==> config.mk <==
export PLATFORM = sky130hd
export DESIGN_NAME = bounded_multiset_table_flat
export DESIGN_NICKNAME = d
export VERILOG_FILES = /design/src/rtl/bms_pkg.sv /design/src/rtl/bms_if.sv /design/src/rtl/bms_ram.sv /design/src/rtl/bms_ctrl.sv /design/src/rtl/bounded_multiset_table.sv /design/src/flat_wrapper.sv
export SDC_FILE = /design/constraint.sdc
export NUM_CORES = 1
export LEC_CHECK = 0
export BUFFER_PORTS_ARGS = -buffer_cell sky130_fd_sc_hd__buf_2
export CORE_MARGIN = 5
export CORE_UTILIZATION = 40
export DETAILED_ROUTE_END_ITERATION = 10
export PLACE_DENSITY = 0.55
export SLEW_MARGIN = 20
export SYNTH_ARGS = -nofsm -noshare
export SYNTH_HDL_FRONTEND = slang
export SYNTH_SLANG_ARGS = --single-unit
==> constraint.sdc <==
create_clock -name clk -period 12.6 [get_ports clk]
set_clock_uncertainty 0.05 [all_clocks]
set_input_delay 1.89 -clock clk [delete_from_list [all_inputs] [get_ports clk]]
set_output_delay 1.89 -clock clk [all_outputs]
set_load 0.005 [all_outputs]
==> src/rtl/bms_pkg.sv <==
// Package for the bounded multiset table: mode codes, field widths and the
// result record passed from the sequencer to the output stage.
// No dependencies.
package bms_pkg;

	localparam int MODE_W  = 2;
	localparam int FIELD_W = 5;
	localparam int CFG_W   = 5;

	localparam logic [CFG_W-1:0] MAX_ENTRIES_RST = 5'd16;

	typedef enum logic [MODE_W-1:0] {
		MODE_ADD    = 2'd0,
		MODE_REMOVE = 2'd1,
		MODE_QUERY  = 2'd2,
		MODE_CLEAR  = 2'd3
	} mode_t;

	typedef struct packed {
		logic               ok;
		logic [FIELD_W-1:0] frequency;
		logic [FIELD_W-1:0] entry_count;
		logic               is_empty;
	} bms_res_t;

endpackage

==> src/rtl/bms_if.sv <==
// Channel interfaces of the bounded multiset table: command in, result out.
// Depends on bms_pkg for field widths.
interface bms_cmd_if #(
	parameter int KEY_WIDTH = 32
);
	logic                        valid;
	logic                        ready;
	logic [bms_pkg::MODE_W-1:0]  mode;
	logic [KEY_WIDTH-1:0]        key;

	modport source (output valid, mode, key, input ready);
	modport sink   (input valid, mode, key, output ready);
endinterface

interface bms_rsp_if;
	logic                        valid;
	logic                        ready;
	logic                        ok;
	logic [bms_pkg::FIELD_W-1:0] frequency;
	logic [bms_pkg::FIELD_W-1:0] entry_count;
	logic                        is_empty;

	modport source (output valid, ok, frequency, entry_count, is_empty, input ready);
	modport sink   (input valid, ok, frequency, entry_count, is_empty, output ready);
endinterface

==> src/rtl/bms_ram.sv <==
// Generic single-write, single-read synchronous RAM with registered read data.
// No dependencies.
module bms_ram #(
	parameter int WIDTH = 32,
	parameter int DEPTH = 16
) (
	input  logic                                     clk,
	input  logic                                     we,
	input  logic [((DEPTH > 1) ? $clog2(DEPTH) : 1)-1:0] waddr,
	input  logic [WIDTH-1:0]                         wdata,
	input  logic                                     re,
	input  logic [((DEPTH > 1) ? $clog2(DEPTH) : 1)-1:0] raddr,
	output logic [WIDTH-1:0]                         rdata
);
	logic [WIDTH-1:0] mem [DEPTH];

	always_ff @(posedge clk) begin
		if (we) begin
			mem[waddr] <= wdata;
		end
		if (re) begin
			rdata <= mem[raddr];
		end
	end
endmodule

==> src/rtl/bms_ctrl.sv <==
// Sequencer of the bounded multiset table: owns the entry count, scans the
// entry RAM for remove and query, and does the move of the last entry.
// Depends on bms_pkg and bms_ram.
module bms_ctrl #(
	parameter int CAPACITY  = 16,
	parameter int KEY_WIDTH = 32
) (
	input  logic                         clk,
	input  logic                         arst_n,
	input  logic [bms_pkg::CFG_W-1:0]    max_entries,
	input  logic                         in_valid,
	output logic                         in_ready,
	input  logic [bms_pkg::MODE_W-1:0]   mode,
	input  logic [KEY_WIDTH-1:0]         key,
	output logic                         res_valid,
	output bms_pkg::bms_res_t            res,
	input  logic                         res_ready
);
	import bms_pkg::*;

	localparam int CW = $clog2(CAPACITY + 1);
	localparam int AW = (CAPACITY > 1) ? $clog2(CAPACITY) : 1;

	typedef enum logic [4:0] {
		ST_IDLE  = 5'b00001,
		ST_SCAN  = 5'b00010,
		ST_MOVE  = 5'b00100,
		ST_WRITE = 5'b01000,
		ST_RESP  = 5'b10000
	} state_t;

	state_t               state_q;
	logic [CW-1:0]        cnt_q;
	logic [CW-1:0]        idx_q;
	logic [CW-1:0]        freq_q;
	logic [AW-1:0]        pos_q;
	logic [KEY_WIDTH-1:0] key_q;
	mode_t                op_q;
	logic                 ok_q;
	logic                 pend_s1;
	logic [AW-1:0]        pend_idx_s1;

	logic                 accept;
	logic                 can_add;
	logic                 issue;
	logic                 hit;
	logic [CW-1:0]        cnt_m1;
	logic [CW+4:0]        freq_ext;
	logic [CW+4:0]        cnt_ext;

	logic                 ram_we;
	logic [AW-1:0]        ram_waddr;
	logic [KEY_WIDTH-1:0] ram_wdata;
	logic                 ram_re;
	logic [AW-1:0]        ram_raddr;
	logic [KEY_WIDTH-1:0] ram_rdata;

	assign in_ready = (state_q == ST_IDLE);
	assign accept   = in_valid && in_ready;
	assign cnt_m1   = cnt_q - CW'(1);

	// effective limit is min(max_entries, CAPACITY)
	assign can_add = ({{CW{1'b0}}, max_entries} > {5'b0, cnt_q}) &&
	                 (cnt_q < CW'(CAPACITY));

	assign issue = (idx_q != cnt_q);
	assign hit   = pend_s1 && (ram_rdata == key_q);

	always_comb begin
		ram_we    = 1'b0;
		ram_waddr = cnt_q[AW-1:0];
		ram_wdata = key;
		ram_re    = 1'b0;
		ram_raddr = idx_q[AW-1:0];
		if (accept && mode_t'(mode) == MODE_ADD && can_add) begin
			ram_we = 1'b1;
		end
		if (state_q == ST_WRITE) begin
			ram_we    = 1'b1;
			ram_waddr = pos_q;
			ram_wdata = ram_rdata;
		end
		if (state_q == ST_SCAN && issue) begin
			ram_re = 1'b1;
		end
		if (state_q == ST_MOVE) begin
			ram_re    = 1'b1;
			ram_raddr = cnt_m1[AW-1:0];
		end
	end

	bms_ram #(
		.WIDTH (KEY_WIDTH),
		.DEPTH (CAPACITY)
	) u_ram (
		.clk   (clk),
		.we    (ram_we),
		.waddr (ram_waddr),
		.wdata (ram_wdata),
		.re    (ram_re),
		.raddr (ram_raddr),
		.rdata (ram_rdata)
	);

	always_ff @(posedge clk or negedge arst_n) begin
		if (!arst_n) begin
			state_q <= ST_IDLE;
			cnt_q   <= '0;
			pend_s1 <= 1'b0;
		end else begin
			unique case (state_q)
				ST_IDLE: begin
					if (accept) begin
						op_q   <= mode_t'(mode);
						key_q  <= key;
						freq_q <= '0;
						idx_q  <= '0;
						pend_s1 <= 1'b0;
						unique case (mode_t'(mode))
							MODE_ADD: begin
								ok_q <= can_add;
								if (can_add) begin
									cnt_q <= cnt_q + CW'(1);
								end
								state_q <= ST_RESP;
							end
							MODE_REMOVE, MODE_QUERY: begin
								state_q <= ST_SCAN;
							end
							MODE_CLEAR: begin
								cnt_q   <= '0;
								ok_q    <= 1'b1;
								state_q <= ST_RESP;
							end
							default: state_q <= ST_RESP;
						endcase
					end
				end
				ST_SCAN: begin
					if (op_q == MODE_REMOVE && hit) begin
						pos_q   <= pend_idx_s1;
						pend_s1 <= 1'b0;
						state_q <= ST_MOVE;
					end else if (!issue && !pend_s1) begin
						ok_q    <= (op_q == MODE_QUERY) && (freq_q != '0);
						state_q <= ST_RESP;
					end else begin
						pend_s1     <= issue;
						pend_idx_s1 <= idx_q[AW-1:0];
						if (issue) begin
							idx_q <= idx_q + CW'(1);
						end
						if (op_q == MODE_QUERY && hit) begin
							freq_q <= freq_q + CW'(1);
						end
					end
				end
				ST_MOVE: begin
					state_q <= ST_WRITE;
				end
				ST_WRITE: begin
					cnt_q   <= cnt_m1;
					ok_q    <= 1'b1;
					state_q <= ST_RESP;
				end
				ST_RESP: begin
					if (res_ready) begin
						state_q <= ST_IDLE;
					end
				end
				default: state_q <= ST_IDLE;
			endcase
		end
	end

	// counts go out modulo 32 on the five-bit result fields
	assign freq_ext = {5'b0, freq_q};
	assign cnt_ext  = {5'b0, cnt_q};

	assign res_valid       = (state_q == ST_RESP);
	assign res.ok          = ok_q;
	assign res.frequency   = freq_ext[FIELD_W-1:0];
	assign res.entry_count = cnt_ext[FIELD_W-1:0];
	assign res.is_empty    = (cnt_q == '0);
endmodule

==> src/rtl/bounded_multiset_table.sv <==
// Top level of the bounded multiset table: configuration register, sequencer
// and output register. Depends on bms_pkg, bms_if, bms_ram and bms_ctrl.
//
//  channel   dir  handshake        payload
//  cmd       in   valid/ready      mode, key
//  rsp       out  valid/ready      ok, frequency, entry_count, is_empty
//  cfg       in   cfg_we           cfg_wdata -> max_entries
//
// One item at a time. Add and clear go from acceptance to the result state and then
// into the output register; query and remove scan the entries below the count, one
// entry a cycle through the single read port of the entry RAM (a remove stops at
// the first match and then reads the last entry and writes it into the hole). Reset
// clears the count and sequencer; the entry RAM is not cleared, only entries below
// the count are ever read. A stalled rsp holds the result in the output register
// while the next item is taken and worked on; the sequencer waits only when that
// register is full.
module bounded_multiset_table #(
	parameter int CAPACITY  = 16,
	parameter int KEY_WIDTH = 32
) (
	input  logic                      clk,
	input  logic                      arst_n,
	input  logic                      cfg_we,
	input  logic [bms_pkg::CFG_W-1:0] cfg_wdata,
	bms_cmd_if.sink                   cmd,
	bms_rsp_if.source                 rsp
);
	import bms_pkg::*;

	logic [CFG_W-1:0] max_entries_q;
	logic             res_valid;
	logic             res_ready;
	bms_res_t         res;
	logic             rsp_valid_q;
	bms_res_t         rsp_q;

	// capacity limit; a value above CAPACITY saturates in the add check
	always_ff @(posedge clk or negedge arst_n) begin
		if (!arst_n) begin
			max_entries_q <= MAX_ENTRIES_RST;
		end else if (cfg_we) begin
			max_entries_q <= cfg_wdata;
		end
	end

	bms_ctrl #(
		.CAPACITY  (CAPACITY),
		.KEY_WIDTH (KEY_WIDTH)
	) u_ctrl (
		.clk         (clk),
		.arst_n      (arst_n),
		.max_entries (max_entries_q),
		.in_valid    (cmd.valid),
		.in_ready    (cmd.ready),
		.mode        (cmd.mode),
		.key         (cmd.key),
		.res_valid   (res_valid),
		.res         (res),
		.res_ready   (res_ready)
	);

	// output register: free when empty or being drained this cycle
	assign res_ready = !rsp_valid_q || rsp.ready;

	always_ff @(posedge clk or negedge arst_n) begin
		if (!arst_n) begin
			rsp_valid_q <= 1'b0;
		end else if (res_ready) begin
			rsp_valid_q <= res_valid;
		end
	end

	always_ff @(posedge clk) begin
		if (res_ready && res_valid) begin
			rsp_q <= res;
		end
	end

	assign rsp.valid       = rsp_valid_q;
	assign rsp.ok          = rsp_q.ok;
	assign rsp.frequency   = rsp_q.frequency;
	assign rsp.entry_count = rsp_q.entry_count;
	assign rsp.is_empty    = rsp_q.is_empty;

	// one item in flight: the sequencer is busy the cycle after acceptance
	a_one_in_flight: assert property (@(posedge clk) disable iff (!arst_n)
		cmd.valid && cmd.ready |=> !cmd.ready)
		else $error("command taken while previous item still at work");

	// a finished result waiting for the output register must hold
	a_res_hold: assert property (@(posedge clk) disable iff (!arst_n)
		res_valid && !res_ready |=> res_valid && $stable(res))
		else $error("result changed while waiting for output register");

	// a nonzero frequency only comes from a query that found the key
	a_freq_ok: assert property (@(posedge clk) disable iff (!arst_n)
		rsp.valid && (rsp.frequency != '0) |-> rsp.ok)
		else $error("nonzero frequency reported with ok low");

	// the output register holds while the sink stalls
	a_rsp_hold: assert property (@(posedge clk) disable iff (!arst_n)
		rsp.valid && !rsp.ready |=> rsp.valid && $stable(rsp_q))
		else $error("output item dropped or changed under stall");
endmodule
==> src/flat_wrapper.sv <==
// flat-port wrapper written by rule: the top's interface ports become plain ports
module bounded_multiset_table_flat import bms_pkg::*;
#(
	parameter int CAPACITY  = 16,
	parameter int KEY_WIDTH = 32
)
  (clk, arst_n, cfg_we, cfg_wdata, cmd_valid, cmd_mode, cmd_key, cmd_ready, rsp_valid, rsp_ok, rsp_frequency, rsp_entry_count, rsp_is_empty, rsp_ready);
  bms_cmd_if #(.KEY_WIDTH(KEY_WIDTH)) cmd_i ();
  bms_rsp_if rsp_i ();
  input  logic clk;
  input  logic arst_n;
  input  logic cfg_we;
  input  logic [bms_pkg::CFG_W-1:0] cfg_wdata;
  input wire logic [$bits(cmd_i.valid)-1:0] cmd_valid;
  input wire logic [$bits(cmd_i.mode)-1:0] cmd_mode;
  input wire logic [$bits(cmd_i.key)-1:0] cmd_key;
  output wire logic [$bits(cmd_i.ready)-1:0] cmd_ready;
  output wire logic [$bits(rsp_i.valid)-1:0] rsp_valid;
  output wire logic [$bits(rsp_i.ok)-1:0] rsp_ok;
  output wire logic [$bits(rsp_i.frequency)-1:0] rsp_frequency;
  output wire logic [$bits(rsp_i.entry_count)-1:0] rsp_entry_count;
  output wire logic [$bits(rsp_i.is_empty)-1:0] rsp_is_empty;
  input wire logic [$bits(rsp_i.ready)-1:0] rsp_ready;
  assign cmd_i.valid = cmd_valid;
  assign cmd_i.mode = cmd_mode;
  assign cmd_i.key = cmd_key;
  assign cmd_ready = cmd_i.ready;
  assign rsp_valid = rsp_i.valid;
  assign rsp_ok = rsp_i.ok;
  assign rsp_frequency = rsp_i.frequency;
  assign rsp_entry_count = rsp_i.entry_count;
  assign rsp_is_empty = rsp_i.is_empty;
  assign rsp_i.ready = rsp_ready;
  bounded_multiset_table #(.CAPACITY(CAPACITY), .KEY_WIDTH(KEY_WIDTH)) u_core (.clk(clk), .arst_n(arst_n), .cfg_we(cfg_we), .cfg_wdata(cfg_wdata), .cmd(cmd_i), .rsp(rsp_i));
endmodule
== Yosys cells after proc, flatten, opt, wreduce, memory -nomap -nowiden ==
Memory sizes are Yosys's and may differ from the RTL's. A register that Yosys moved wholly into a read port is not among the register bits.
Index checks and enable logic that the tools add are counted.

* Register bits after elaboration: 82
* Bits in writable memories: 512
* Input port bits: 44
* Output and inout port bits: 14
* Logic and storage cells: 117
* Memories: 1

* Add/subtract/negate cells: 4
* Magnitude comparators: 2
* Equality and inequality tests: 23
* Mux-type cells: 37
* Bitwise logic cells: 2
* Reductions and logical operators: 32

{| class="wikitable"
|+ Memory list
! name !! depth !! bits a word !! read ports !! clocked after memory_dff !! write ports !! RTL line !! source
|-
| u_core.u_ctrl.u_ram.mem || 16 || 32 || 1 || 1 || 1 || bms_ram.sv:15 || <nowiki>logic [WIDTH-1:0] mem [DEPTH];</nowiki>
|}

{| class="wikitable"
|+ Operator list
! kind !! number
|-
| 2-to-1 mux 5 bit || 13
|-
| one-hot mux 5 bit (2 select lines) || 5
|-
| == test 32 bit || 1
|-
| 2-to-1 mux 32 bit || 1
|-
| one-hot mux 5 bit (5 select lines) || 1
|-
| AND reduction 6 bit || 3
|-
| adder 5 x 1 -> 5 bit, second input constant || 3
|-
| 2-to-1 mux 1 bit || 12
|-
| AND reduction 3 bit || 4
|-
| logical AND 1 bit || 11
|-
| 2-to-1 mux 4 bit || 2
|-
| != test 2 bit, second input constant || 4
|-
| AND reduction 4 bit || 2
|-
| == test 2 bit, second input constant || 3
|-
| != test 2 x 1 -> 1 bit, second input constant || 3
|-
| != test 3 x 1 -> 1 bit, second input constant || 2
|-
| != test 3 bit, second input constant || 2
|-
| == test 5 x 1 -> 1 bit, second input constant || 1
|-
| == test 5 x 2 -> 1 bit, second input constant || 1
|-
| == test 5 x 3 -> 1 bit, second input constant || 1
|-
| == test 5 x 4 -> 1 bit, second input constant || 1
|-
| == test 5 bit, second input constant || 1
|-
| greater-than comparator 5 bit || 1
|-
| logical NOT 5 bit || 1
|-
| other kinds (14) || 21
|}

== Depth between registers and ports, before layout ==
Gate-level depths: netlist of run 1.

* Word-level depth: 8
* Depth in mapped cells: 12
* Depth with buffers taken out: 9

== Hierarchy ==
Synthesis of run 1 repeated with hierarchy kept, for this count alone.

* Cells, all modules: 1,249
* Area, all modules: 24,430.9 um2

{| class="wikitable"
|+ By module, submodules not included
! module !! instances !! cells each !! area each (um2) !! seq. area each (um2)
|-
| bms_ram || 1 || 838 || 20,155.6 || 16,335.7
|-
| bms_ctrl || 1 || 385 || 3,688.5 || 1,868.0
|-
| bounded_multiset_table || 1 || 26 || 586.8 || 511.7
|}

== Worst setup path after synthesis of run 1 ==
OpenSTA, ideal clock, no wires.

* Path type: in2reg
* Start point: input port cmd_mode[0]
* End point: memory u_core.u_ctrl.u_ram.mem[12][0] (enable)
* Setup time: 461 ps
* Arrival: 4,778 ps
* Data required time: 12,089 ps
* Setup slack: 7,311 ps
* Cell stages on the path: 5
* Buffers on the path: 0
* Cell sequence: inv_1 > ha_1 > o2111a_1 > a22oi_1 > nor3_1

* Longest elaborated chain between the ends: 7

{| class="wikitable"
|+ RTL lines
! what !! RTL line !! source
|-
| start, declared || flat_wrapper.sv:15 || <nowiki>input wire logic [$bits(cmd_i.mode)-1:0] cmd_mode;</nowiki>
|-
| logical NOT 2 bit || bms_ctrl.sv:75 || <nowiki>if (accept && mode_t'(mode) == MODE_ADD && can_add) begin</nowiki>
|-
| logical AND 1 bit (2 in a row) || bms_ctrl.sv:75 ||
|-
| 2-to-1 mux 1 bit || bms_ctrl.sv:75 ||
|-
| 2-to-1 mux 1 bit || bms_ctrl.sv:78 || <nowiki>if (state_q == ST_WRITE) begin</nowiki>
|-
| 2-to-1 mux 1 bit || bms_ram.sv:18 || <nowiki>if (we) begin</nowiki>
|-
| 2-to-1 mux 1 bit (not written as such) || bms_ram.sv:19 || <nowiki>mem[waddr] <= wdata;</nowiki>
|-
| end, declared || bms_ram.sv:15 ||
|}

Every way passes these cells.

== Worst setup path in the final report of run 1 ==
* Start point: register u_core.u_ctrl.cnt_q[0]
* End point: register u_core.u_ctrl.u_ram.rdata[1], read port of u_core.u_ctrl.u_ram.mem, data pin

* Longest elaborated chain between the ends: 4
* Elaborated cells on any way between the ends: 6
* Those cells by class: 1 x add/sub; 1 x eq/ne; 3 x mux; 1 x reduce/logical

{| class="wikitable"
|+ RTL lines
! what !! RTL line !! source
|-
| start, declared || bms_ctrl.sv:33 || <nowiki>logic [CW-1:0] cnt_q;</nowiki>
|-
| start signal, assigned || bms_ctrl.sv:123 || <nowiki>cnt_q <= cnt_q + CW'(1);</nowiki>
|-
| start signal, assigned || bms_ctrl.sv:162 || <nowiki>cnt_q <= cnt_m1;</nowiki>
|-
| branches (longest 4 deep; another with subtractor 5 x 1 -> 5 bit) || - ||
|-
| end, declared || bms_ram.sv:13 || <nowiki>output logic [WIDTH-1:0] rdata</nowiki>
|}

Parallel ways; which one is timed is not known.
A chain may end at the register's enable or synchronous reset.

==> metrics, run 1 <==
share of layout cells above drive strength 1 approximately an eighth; Setup TNS 0 ns; asr flop ratio synth 2.72%; clk_lat worst skew between 0.6 and 0.7 ns; highest routed layer met4; NumNets Final around 1.9k; vias per inst about 5.7; Hold/Removal Path Class register to register; top cell type's share of synthesized area slightly above 70%; met3 WL between 4 and 5 mm; Mean Syn Cell Area roughly 14 µm²; Most used DFF post-synth edfxtp_1; synth-to-layout area growth 12.9%; crit start category register; Static Leak approximately 9.5 nW; WL met2 around 34 mm; cell taking the most area after synthesis edfxtp_1; CORE AREA about 0.063 mm²; r2r setup slk about 8.0 ns; GRT Total Usage between 15 and 20%; Mapped Cells roughly 1.8k; Fin. Hold Viols 0; Clock Tree Buf Depth 3; Data arrival, critical path 4.90 ns; crit path launch u_core.u_ctrl.cnt_q[0]$_DFFE_PN0P_; vias in the first global route around 15k; final setup vio count 0; grt ovf 0; CTS tree built; min Tclk post-route 4.58 ns; slowest cell delay on critical path between 0.7 and 0.8 ns; synthesized area about 0.025 mm²; Met1 Wirelength 29.7 mm; clock buffer count from CTS between 60 and 70; pin count of the biggest net entering global routing 74; Post-synth EDFFs a little over 600; DRT iter0 DRCs 1517; Via Count ~15k; crit path max fanout 44; synth warn 0; status finished clean; routability cong. 0.785; Crit path required time approximately 13 ns; CP dominant cell by count buf_4; WS Path Type register to register; PortBufs 57; RR Startpoint u_core.u_ctrl.cnt_q[0]$_DFFE_PN0P_; 1st-pass router iterations 7; cts hold-fix bufs 0; # DRC 0; MaxCap Viol Count 0; CTS sink cnt roughly 630; row cnt 92; FMAX about 220 MHz; die area a little under 0.07 mm²; Routed Wire Length ~69 mm; I/O Pins 58; Critical-path top delay cell nor2_2; Root Driver clkbuf_16; Fin Hold WS 0.363 ns; unrepaired setup endpoints after global routing no; hold path start u_core.u_ctrl.pend_idx_s1[1]$_DFFE_PP_; Final HPWL DP 36.3 mm; pwr dens approximately 170 mW/mm²; first-pass GRT wire length 100 mm; Design Area, Final around 0.029 mm²; worst vdd ir about 0.0001 V; Yosys cell types between 70 and 80; final worst-path cycle share between 30 and 40%; average wire per standard cell approximately 25 µm; Max Slew Vio Count 0; Post-CTS Setup Bufs 0; initial antenna violation count 0; Die Ht about 260 µm; H-tree depth 2; number of antenna diodes 0; main area contributors after synthesis edfxtp_1, nand2_1, mux2i_1; nature of the critical path endpoint register; CP cell instances buf_4 > clkinv_1 > ha_1 > xnor2_2 > nand3_1 > o21a_2 > buf_4 > nor2_2 > a31oi_1 > nand4_1 > nand2_1; register area share after synthesis 74.0%; Slew headroom around 29%; post-route ant nets 0; flops & latches, synth between 600 and 700; Die Wd between 200 and 300 µm; Initial Util 40.3%; cts repair resizes 0; placed inst area around 0.027 mm²; Syn Nets between 1.5k and 2k; worst-margin pin slew 1.07 ns; CTS clk-pin slew, worst paths about 0.06 ns
[worst paths after layout]
path                                                          endpoint  cells after the start
worst max-delay path            u_core.u_ctrl.u_ram.rdata[1]$_DFFE_PP_                     11
worst min register to register        u_core.u_ctrl.pos_q[1]$_DFFE_PP_                      0
min in group asynchronous           u_core.u_ctrl.cnt_q[1]$_DFFE_PN0P_                      1
max in group asynchronous           u_core.u_ctrl.cnt_q[0]$_DFFE_PN0P_                      1
worst max register to register  u_core.u_ctrl.u_ram.rdata[1]$_DFFE_PP_                     11
worst min-delay path                  u_core.u_ctrl.pos_q[1]$_DFFE_PP_                      0
[cells in the mapped netlist (all sizes together) (2+ instances only)]
cell,n
a211o,18
a211oi,23
a21boi,3
a21o,3
a21oi,73
a221oi,17
a22oi,48
a31oi,40
a32o,16
and2,5
and3,5
buf,50
clkbuf,47
clkinv,2
dfrtp,15
dfstp,2
edfxtp,609
ha,13
inv,12
mux2,4
mux2i,51
nand2,331
nand2b,4
nand3,62
nand3b,3
nand4,21
nor2,80
nor2b,4
nor3,25
nor3b,5
nor4,21
nor4b,2
o21a,3
o21ai,30
o221ai,16
o22ai,38
o31ai,5
or3,3
xnor2,35
xor2,10
[per-layer routing]
metal	GRT usage, %	up-vias
li1	-	6921
met1	27.6	7877
met2	32.9	558
met3	3.29	104
met4	5.08	0
met5	0	-
[state kept, by name, indices dropped and copies added, names as in the netlist, 4 cells and up]
register	flops
u_core.max_entries_q	5
u_core.u_ctrl.u_ram.mem	512
u_core.u_ctrl.key_q	32
u_core.u_ctrl.u_ram.rdata	32
u_core.u_ctrl.pend_idx_s1	4
u_core.rsp.frequency	5
u_core.u_ctrl.pos_q	4
u_core.rsp.entry_count	5
u_core.u_ctrl.freq_q	5
u_core.u_ctrl.state_q	5
u_core.u_ctrl.cnt_q	5
u_core.u_ctrl.idx_q	5
[cell type report]
| class | count | area (µm²) |
|---|---|---|
| Clock buffer | 87 | 1700 |
| Clock inverter | 24 | 164 |
| Fill cell | 5575 | 34300 |
| Inverter | 14 | 55.1 |
| Multi-Input combinational cell | 1030 | 6260 |
| Sequential cell | 626 | 18700 |
| Tap cell | 846 | 1060 |
| Timing Repair Buffer | 101 | 616 |
[stage by stage]
stage / setup slack [ns] / power, mW / cells / util [%]
after CTS: 8.05 / 4.92 / 2728 / 45.4
after detailed placement: 7.85 / 3.21 / 2617 / 42.5
after floorplan: 7.31 / 2.94 / 1767 / -
after global routing: 7.85 / 5.09 / 2728 / 45.4
after global placement: 7.86 / 3.20 / 2617 / 42.5
final: 8.02 / 4.89 / 2728 / 45.4
[cell families after synthesis]
family	after synthesis	synth area share, %
AOI/OAI and AO/OA	342	9.47
and+or+nand+nor	575	10.0
DFF	626	74.0
buffers and inverters	111	2.11
xor gates and xnor gates	45	1.59
muxes	55	2.21
adders and majority gates	13	0.643
[cells in the final DEF (no fill, tap or decap), types with 10 or more instances in the layout]
cell type	n
edfxtp_1	609
a32o_1	16
inv_1	11
clkbuf_16	63
o22ai_1	38
o21ai_1	18
o221ai_1	16
a221oi_1	17
clkbuf_1	21
ha_1	13
a22oi_1	48
nand2_1	328
o21ai_0	10
dfrtp_1	14
buf_2	57
a211oi_1	23
buf_4	44
nand3_1	62
nor4_1	20
a31oi_1	37
clkinv_1	14
nor2_1	78
xnor2_1	34
a211o_1	18
nand4_1	21
xor2_1	10
mux2i_1	50
a21oi_1	72
nor3_2	17
[critical path: cells and delay by family, from the launching register on]
family | cells | cell delay, ns
DFF | 1 | 0.34
xor gates and xnor gates | 1 | 0.52
and+or+nand+nor | 4 | 1.20
buffers and inverters | 3 | 1.35
AOI/OAI and AO/OA | 2 | 0.38
adders and majority gates | 1 | 0.45
[power by group]
group	internal [mW]	switching, mW
combinational	0.232	0.520
clock	0.969	0.746
sequential	2.37	0.0546
(Power assumes the default switching activity.)
==> run 2, diff against run 1 <==
PLACE_DENSITY = 0.57   (was 0.55)
clock period = 4.1 ns   (was 12.6 ns; I/O delays follow)
==> run 2 against run 1 <==
Compared with the run above:
- register-to-register slack got worse by 7.4 ns
- clock power increased to 3.4 times the previous value
- critical endpoint unchanged
- critical path depth decreased by 2
- first-iteration DRC count increased by 4.4%
- highest routed layer unchanged
- hold slack got worse by 0.20 ns
- critical path type unchanged
- non-clock buffer count increased by 22
==> metrics, run 2 (synthesized netlist as in run 1, its figures left out) <==
CORE AREA 0.0629 mm²; first-pass GRT wire length around 100 mm; biggest regs u_core.u_ctrl.u_ram.mem (512), u_core.u_ctrl.key_q (32), u_core.u_ctrl.u_ram.rdata (32); I/O Pins 58; CTS tree built; CTS sink cnt 626; DRT iter0 DRCs approximately 1.6k; Routed Wire Length 69.2 mm; MaxCap Viol Count 0; min Tclk post-route 3.50 ns; CTS clk-pin slew, worst paths about 0.06 ns; final worst-path cycle share between 80% and 90%; crit path max fanout 23; grt met1 use between 20% and 30%; GR Util met2 between 30% and 40%; 1st-pass router iterations 6; sequential cell area 0.0187 mm²; GRT Max-Usage Layer met2; Multi-input gate area between 0.006 and 0.007 mm²; placed inst area 0.0269 mm²; Data arrival, critical path about 3.8 ns; vias in the first global route between 15k and 20k; post-route ant nets 0; nature of the critical path endpoint register; H-tree depth 3; share of layout cells above drive strength 1 between 10% and 20%; # DRC 0; final setup vio count 0; Final HPWL DP a little over 40 mm; Hold/Removal Path Class primary input to register; Static Leak approximately 9.8 nW; number of antenna diodes 0; Fill cells 5558; pwr dens between 500 and 600 mW/mm²; unrepaired setup endpoints after global routing no; Clock Tree Buf Depth 3; Largest Register u_core.u_ctrl.u_ram.mem; status finished clean; Fin. Hold Viols 0; routability cong. between 0.8 and 0.9; Crit path required time 4.40 ns; Via Count around 16k; PortBufs 57; Initial Util between 40% and 50%; Root Driver clkbuf_16; Fin Hold WS 0.161 ns; most frequent cells in the layout edfxtp_1, nand2_1, nor2_1; GRT Total Usage between 20% and 30%; met3 Use GR about 3.8%; most common cell after layout, fill and taps aside edfxtp_1; die area between 0.06 and 0.07 mm²; clock buffer count from CTS 68; row cnt between 90 and 100; NumNets Final 1920; worst vdd ir 0.000267 V; max reg flops approximately 510; Max Slew Vio Count 0; worst-margin pin slew 1.08 ns; pin count of the biggest net entering global routing 109; Die Ht about 260 µm; crit start category register; Post-CTS Setup Bufs 0; clk_lat worst skew 0.60 ns; synth-to-layout area growth 15.0%; Slew headroom 27.8%; grt ovf 0; Die Wd roughly 260 µm; WS Path Type register to register; Setup TNS 0 ns; FMAX 286 MHz; vias per inst 5.64; initial antenna violation count 0; cts repair resizes 0; Design Area, Final a little under 0.03 mm²; average wire per standard cell ~25 µm
-- run 2: cell type report --
cell class	instances	area share, %
Sequential cell	626	64.3
Tap cell	846	3.64
Clock buffer	85	6.29
Inverter	14	0.189
Clock inverter	39	1.09
Timing Repair Buffer	123	3.04
Multi-Input combinational cell	1030	21.5
-- run 2: stage by stage --
| stage | util (%) | total power [mW] | std cells | worst slack (ns) |
|---|---|---|---|---|
| 2_1_floorplan | - | 9.03 | 1767 | -0.526 |
| 3_3_place_gp | 42.9 | 9.93 | 2638 | 0.791 |
| 3_5_place_dp | 42.9 | 9.96 | 2638 | 0.669 |
| 4_1_cts | 46.3 | 15.8 | 2763 | 0.641 |
| 5_1_grt | 46.3 | 16.3 | 2763 | 0.398 |
| 6_report | 46.3 | 15.7 | 2763 | 0.600 |
-- run 2: worst max-delay path: stages (launching register included) --
cell and delay [ns]:
dfrtp_1 0.51, inv_1 0.21, ha_1 0.32, xnor2_2 0.45
nand3_1 0.27, o21a_2 0.44, nor2_2 0.63, a31oi_1 0.17
nand4_1 0.14, nand2_1 0.06
-- run 2: final timing paths --
path	from	end	slack [ns]	cells past startpoint
min	cmd_key[29]	u_core.u_ctrl.key_q[29]$_DFFE_PP_	0.16	1
min in group asynchronous	arst_n	u_core.max_entries_q[0]$_DFFE_PN0P_	0.47	2
max reg2reg	u_core.u_ctrl.cnt_q[1]$_DFFE_PN0P_	u_core.u_ctrl.u_ram.rdata[1]$_DFFE_PP_	0.60	9
max in group asynchronous	arst_n	u_core.max_entries_q[4]$_DFFE_PN1P_	3.16	2
min reg2reg	u_core.u_ctrl.pend_idx_s1[3]$_DFFE_PP_	u_core.u_ctrl.pos_q[3]$_DFFE_PP_	0.37	0
max	u_core.u_ctrl.cnt_q[1]$_DFFE_PN0P_	u_core.u_ctrl.u_ram.rdata[1]$_DFFE_PP_	0.60	9
-- run 2: where the power goes --
| part | internal (mW) | leakage, nW | switching (mW) | total, mW |
|---|---|---|---|---|
| Combinational | 0.769 | 3.00 | 1.62 | 2.39 |
| Sequential | 7.28 | 5.70 | 0.162 | 7.44 |
| Clock | 3.43 | 1.05 | 2.44 | 5.87 |
| Total | 11.5 | 9.76 | 4.23 | 15.7 |
-- run 2: metal layers --
metal / vias up / routed length [µm]
met4: 0 / 2820
met3: 129 / 4310
met1: 7935 / 30200
met2: 534 / 31900
met5: - / 0
li1: 6998 / -
-- run 2: timing repair --
action,4_1_cts,5_1_grt
hold endpoints to repair,15,0
hold buffers,1,0
setup endpoints to repair,0,0
==> run 3, diff against run 2 <==
PLACE_DENSITY = default   (was 0.57)
PLACE_DENSITY_LB_ADDON = 0.25   (was default)
==> run 3 against run 2 <==
Compared with the run above:
- wire length down 3.4%
- critical path depth fell by 4
- via count decreased by 0.67%
- critical path type unchanged
==> metrics, run 3 (synthesized netlist as in run 1, its figures left out) <==
Switching Share a little over a quarter; post-route ant nets 0; clk_lat worst skew 0.63 ns; status finished clean; min Tclk post-route roughly 3.5 ns; final setup vio count 0; routability cong. approximately 0.87; Die Ht 262 µm; r2r endpoint u_core.u_ctrl.u_ram.mem[2][7]$_DFFE_PP_; Min-Delay Endpoint u_core.u_ctrl.key_q[24]$_DFFE_PP_; pin count of the biggest net entering global routing between 70 and 80; NumNets Final 1913; GRT Total Usage around a fifth; Design Power between 15 and 20 mW; Clk pwr share 35.5%; Hold/Removal Path Class primary input to register; first-pass GRT wire length approximately 99 mm; number of antenna diodes 0; row cnt around 90; WS Path Type register to register; crit path max fanout 32; hold path start cmd_key[24]; H-tree depth 2; CORE AREA between 0.06 and 0.07 mm²; Layout Cells excl Fill roughly 2.7k; 1st-pass router iterations 5; # DRC 0; Max Slew Vio Count 0; CTS sink cnt about 630; pwr dens roughly 530 mW/mm²; most frequent cells in the layout edfxtp_1, nand2_1, nor2_1; Final HPWL DP between 40 and 50 mm; max reg flops ~510; die area 0.0684 mm²; FMAX 284 MHz; Initial Util between 40% and 50%; WHS Path Cells 1; nature of the critical path endpoint register; average wire per standard cell 24.3 µm; Fill cells between 5k and 6k; Data arrival, critical path between 3 and 4 ns; Post-CTS Setup Bufs 0; DRT iter0 DRCs between 1.5k and 2k; PortBufs between 50 and 60; Static Leak 9.61 nW; switching pwr 4.18 mW; Die Wd approximately 260 µm; crit start category register; RR Startpoint u_core.u_ctrl.state_q[2]$_DFFE_PN0P_; Internal 11.1 mW; final worst-path cycle share a little under nine tenths; sequential cell area ~0.019 mm²; Comb pwr share approximately 16%; r2r setup slk 0.57 ns; Inst Count DP roughly 2.6k; length in cells of the worst reg-to-reg path 5; unrepaired setup endpoints after global routing no; Routed Wire Length 66.9 mm; Fin Hold WS 0.125 ns; Seq pwr share 48.7%; worst-margin pin slew 1.16 ns; Via Count 15.5k; share of layout cells above drive strength 1 between 10% and 20%; vias per inst ~5.6; Clock Tree Buf Depth 3; MaxCap Viol Count 0; Largest Register u_core.u_ctrl.u_ram.mem; vias in the first global route about 15k; CTS clk-pin slew, worst paths 0.07 ns; synth-to-layout area growth 13.9%; Fin. Hold Viols 0; clock buffer count from CTS 61; CTS tree built; grt ovf 0; Multi-input gate area between 0.006 and 0.007 mm²; Root Driver clkbuf_16; most common cell after layout, fill and taps aside edfxtp_1; worst vdd ir 0.000343 V; initial antenna violation count 0; biggest regs u_core.u_ctrl.u_ram.mem (512), u_core.u_ctrl.key_q (32), u_core.u_ctrl.u_ram.rdata (32); Crit path required time about 4.3 ns; I/O Pins between 50 and 60; Slew headroom between 20% and 30%
## run 3: through the flow
step / area (µm²) / worst slack [ns] / utilization [%] / TNS (ns)
finish: 28800 / 0.574 / 45.8 / 0
global route: 28800 / 0.414 / 45.8 / 0
CTS: 28800 / 0.638 / 45.8 / 0
detailed placement: 26900 / 0.660 / 42.7 / 0
global placement: 26900 / 0.767 / 42.7 / 0
floorplan: 25300 / -0.526 / - / -245.63
## run 3: layout make-up
class,count,area share (%)
flip-flops and latches,626,65.0
multi-input cells,1030,21.7
clock buffers,77,5.58
well taps,846,3.67
repair buffers,123,2.85
clock inverters,33,1.08
inverters,14,0.191
## run 3: critical path: stages (launching register included)
cell,delay (ns)
dfrtp_1,0.43
nor2_1,0.32
nor4bb_4,0.94
o21ai_1,0.58
nor3_2,0.31
buf_4,0.50
## run 3: timing repair
item                                   CTS  global route
hold buffers                             1             0
gates resized for setup                  0             0
endpoints found under the hold margin   15             0
## run 3: worst max-delay path by stage
stage	slack (ns)	depth (start not counted)	end	startpoint
floorplan	-0.53	9	u_core.u_ctrl.u_ram.mem[14][0]$_DFFE_PP_	u_core.u_ctrl.cnt_q[1]$_DFFE_PN0P_
global placement	0.77	9	u_core.u_ctrl.u_ram.mem[6][29]$_DFFE_PP_	u_core.u_ctrl.cnt_q[3]$_DFFE_PN0P_
detailed placement	0.66	5	u_core.u_ctrl.u_ram.mem[3][17]$_DFFE_PP_	u_core.u_ctrl.state_q[4]$_DFFE_PN0P_
CTS	0.64	5	u_core.u_ctrl.u_ram.mem[3][6]$_DFFE_PP_	u_core.u_ctrl.state_q[4]$_DFFE_PN0P_
global route	0.41	9	u_core.u_ctrl.u_ram.rdata[23]$_DFFE_PP_	u_core.u_ctrl.cnt_q[1]$_DFFE_PN0P_
finish	0.57	5	u_core.u_ctrl.u_ram.mem[2][7]$_DFFE_PP_	u_core.u_ctrl.state_q[2]$_DFFE_PN0P_
## run 3: power groups by stage
stage               combinational [mW]  sequential [mW]  clock [mW]
detailed placement                2.40             7.58           0
global route                      2.62             7.46        5.77
finish                            2.42             7.44        5.43
floorplan                         1.53             7.50           0
CTS                               2.41             7.44        5.53
global placement                  2.37             7.57           0
## run 3: per-layer routing
metal / global-route usage [%] / routed length [µm] / up-vias
met5: 0 / 0 / -
met4: 4.48 / 1340 / 0
met3: 2.82 / 4540 / 92
met2: 30.6 / 31200 / 565
met1: 28.3 / 29800 / 7881
li1: - / - / 6954
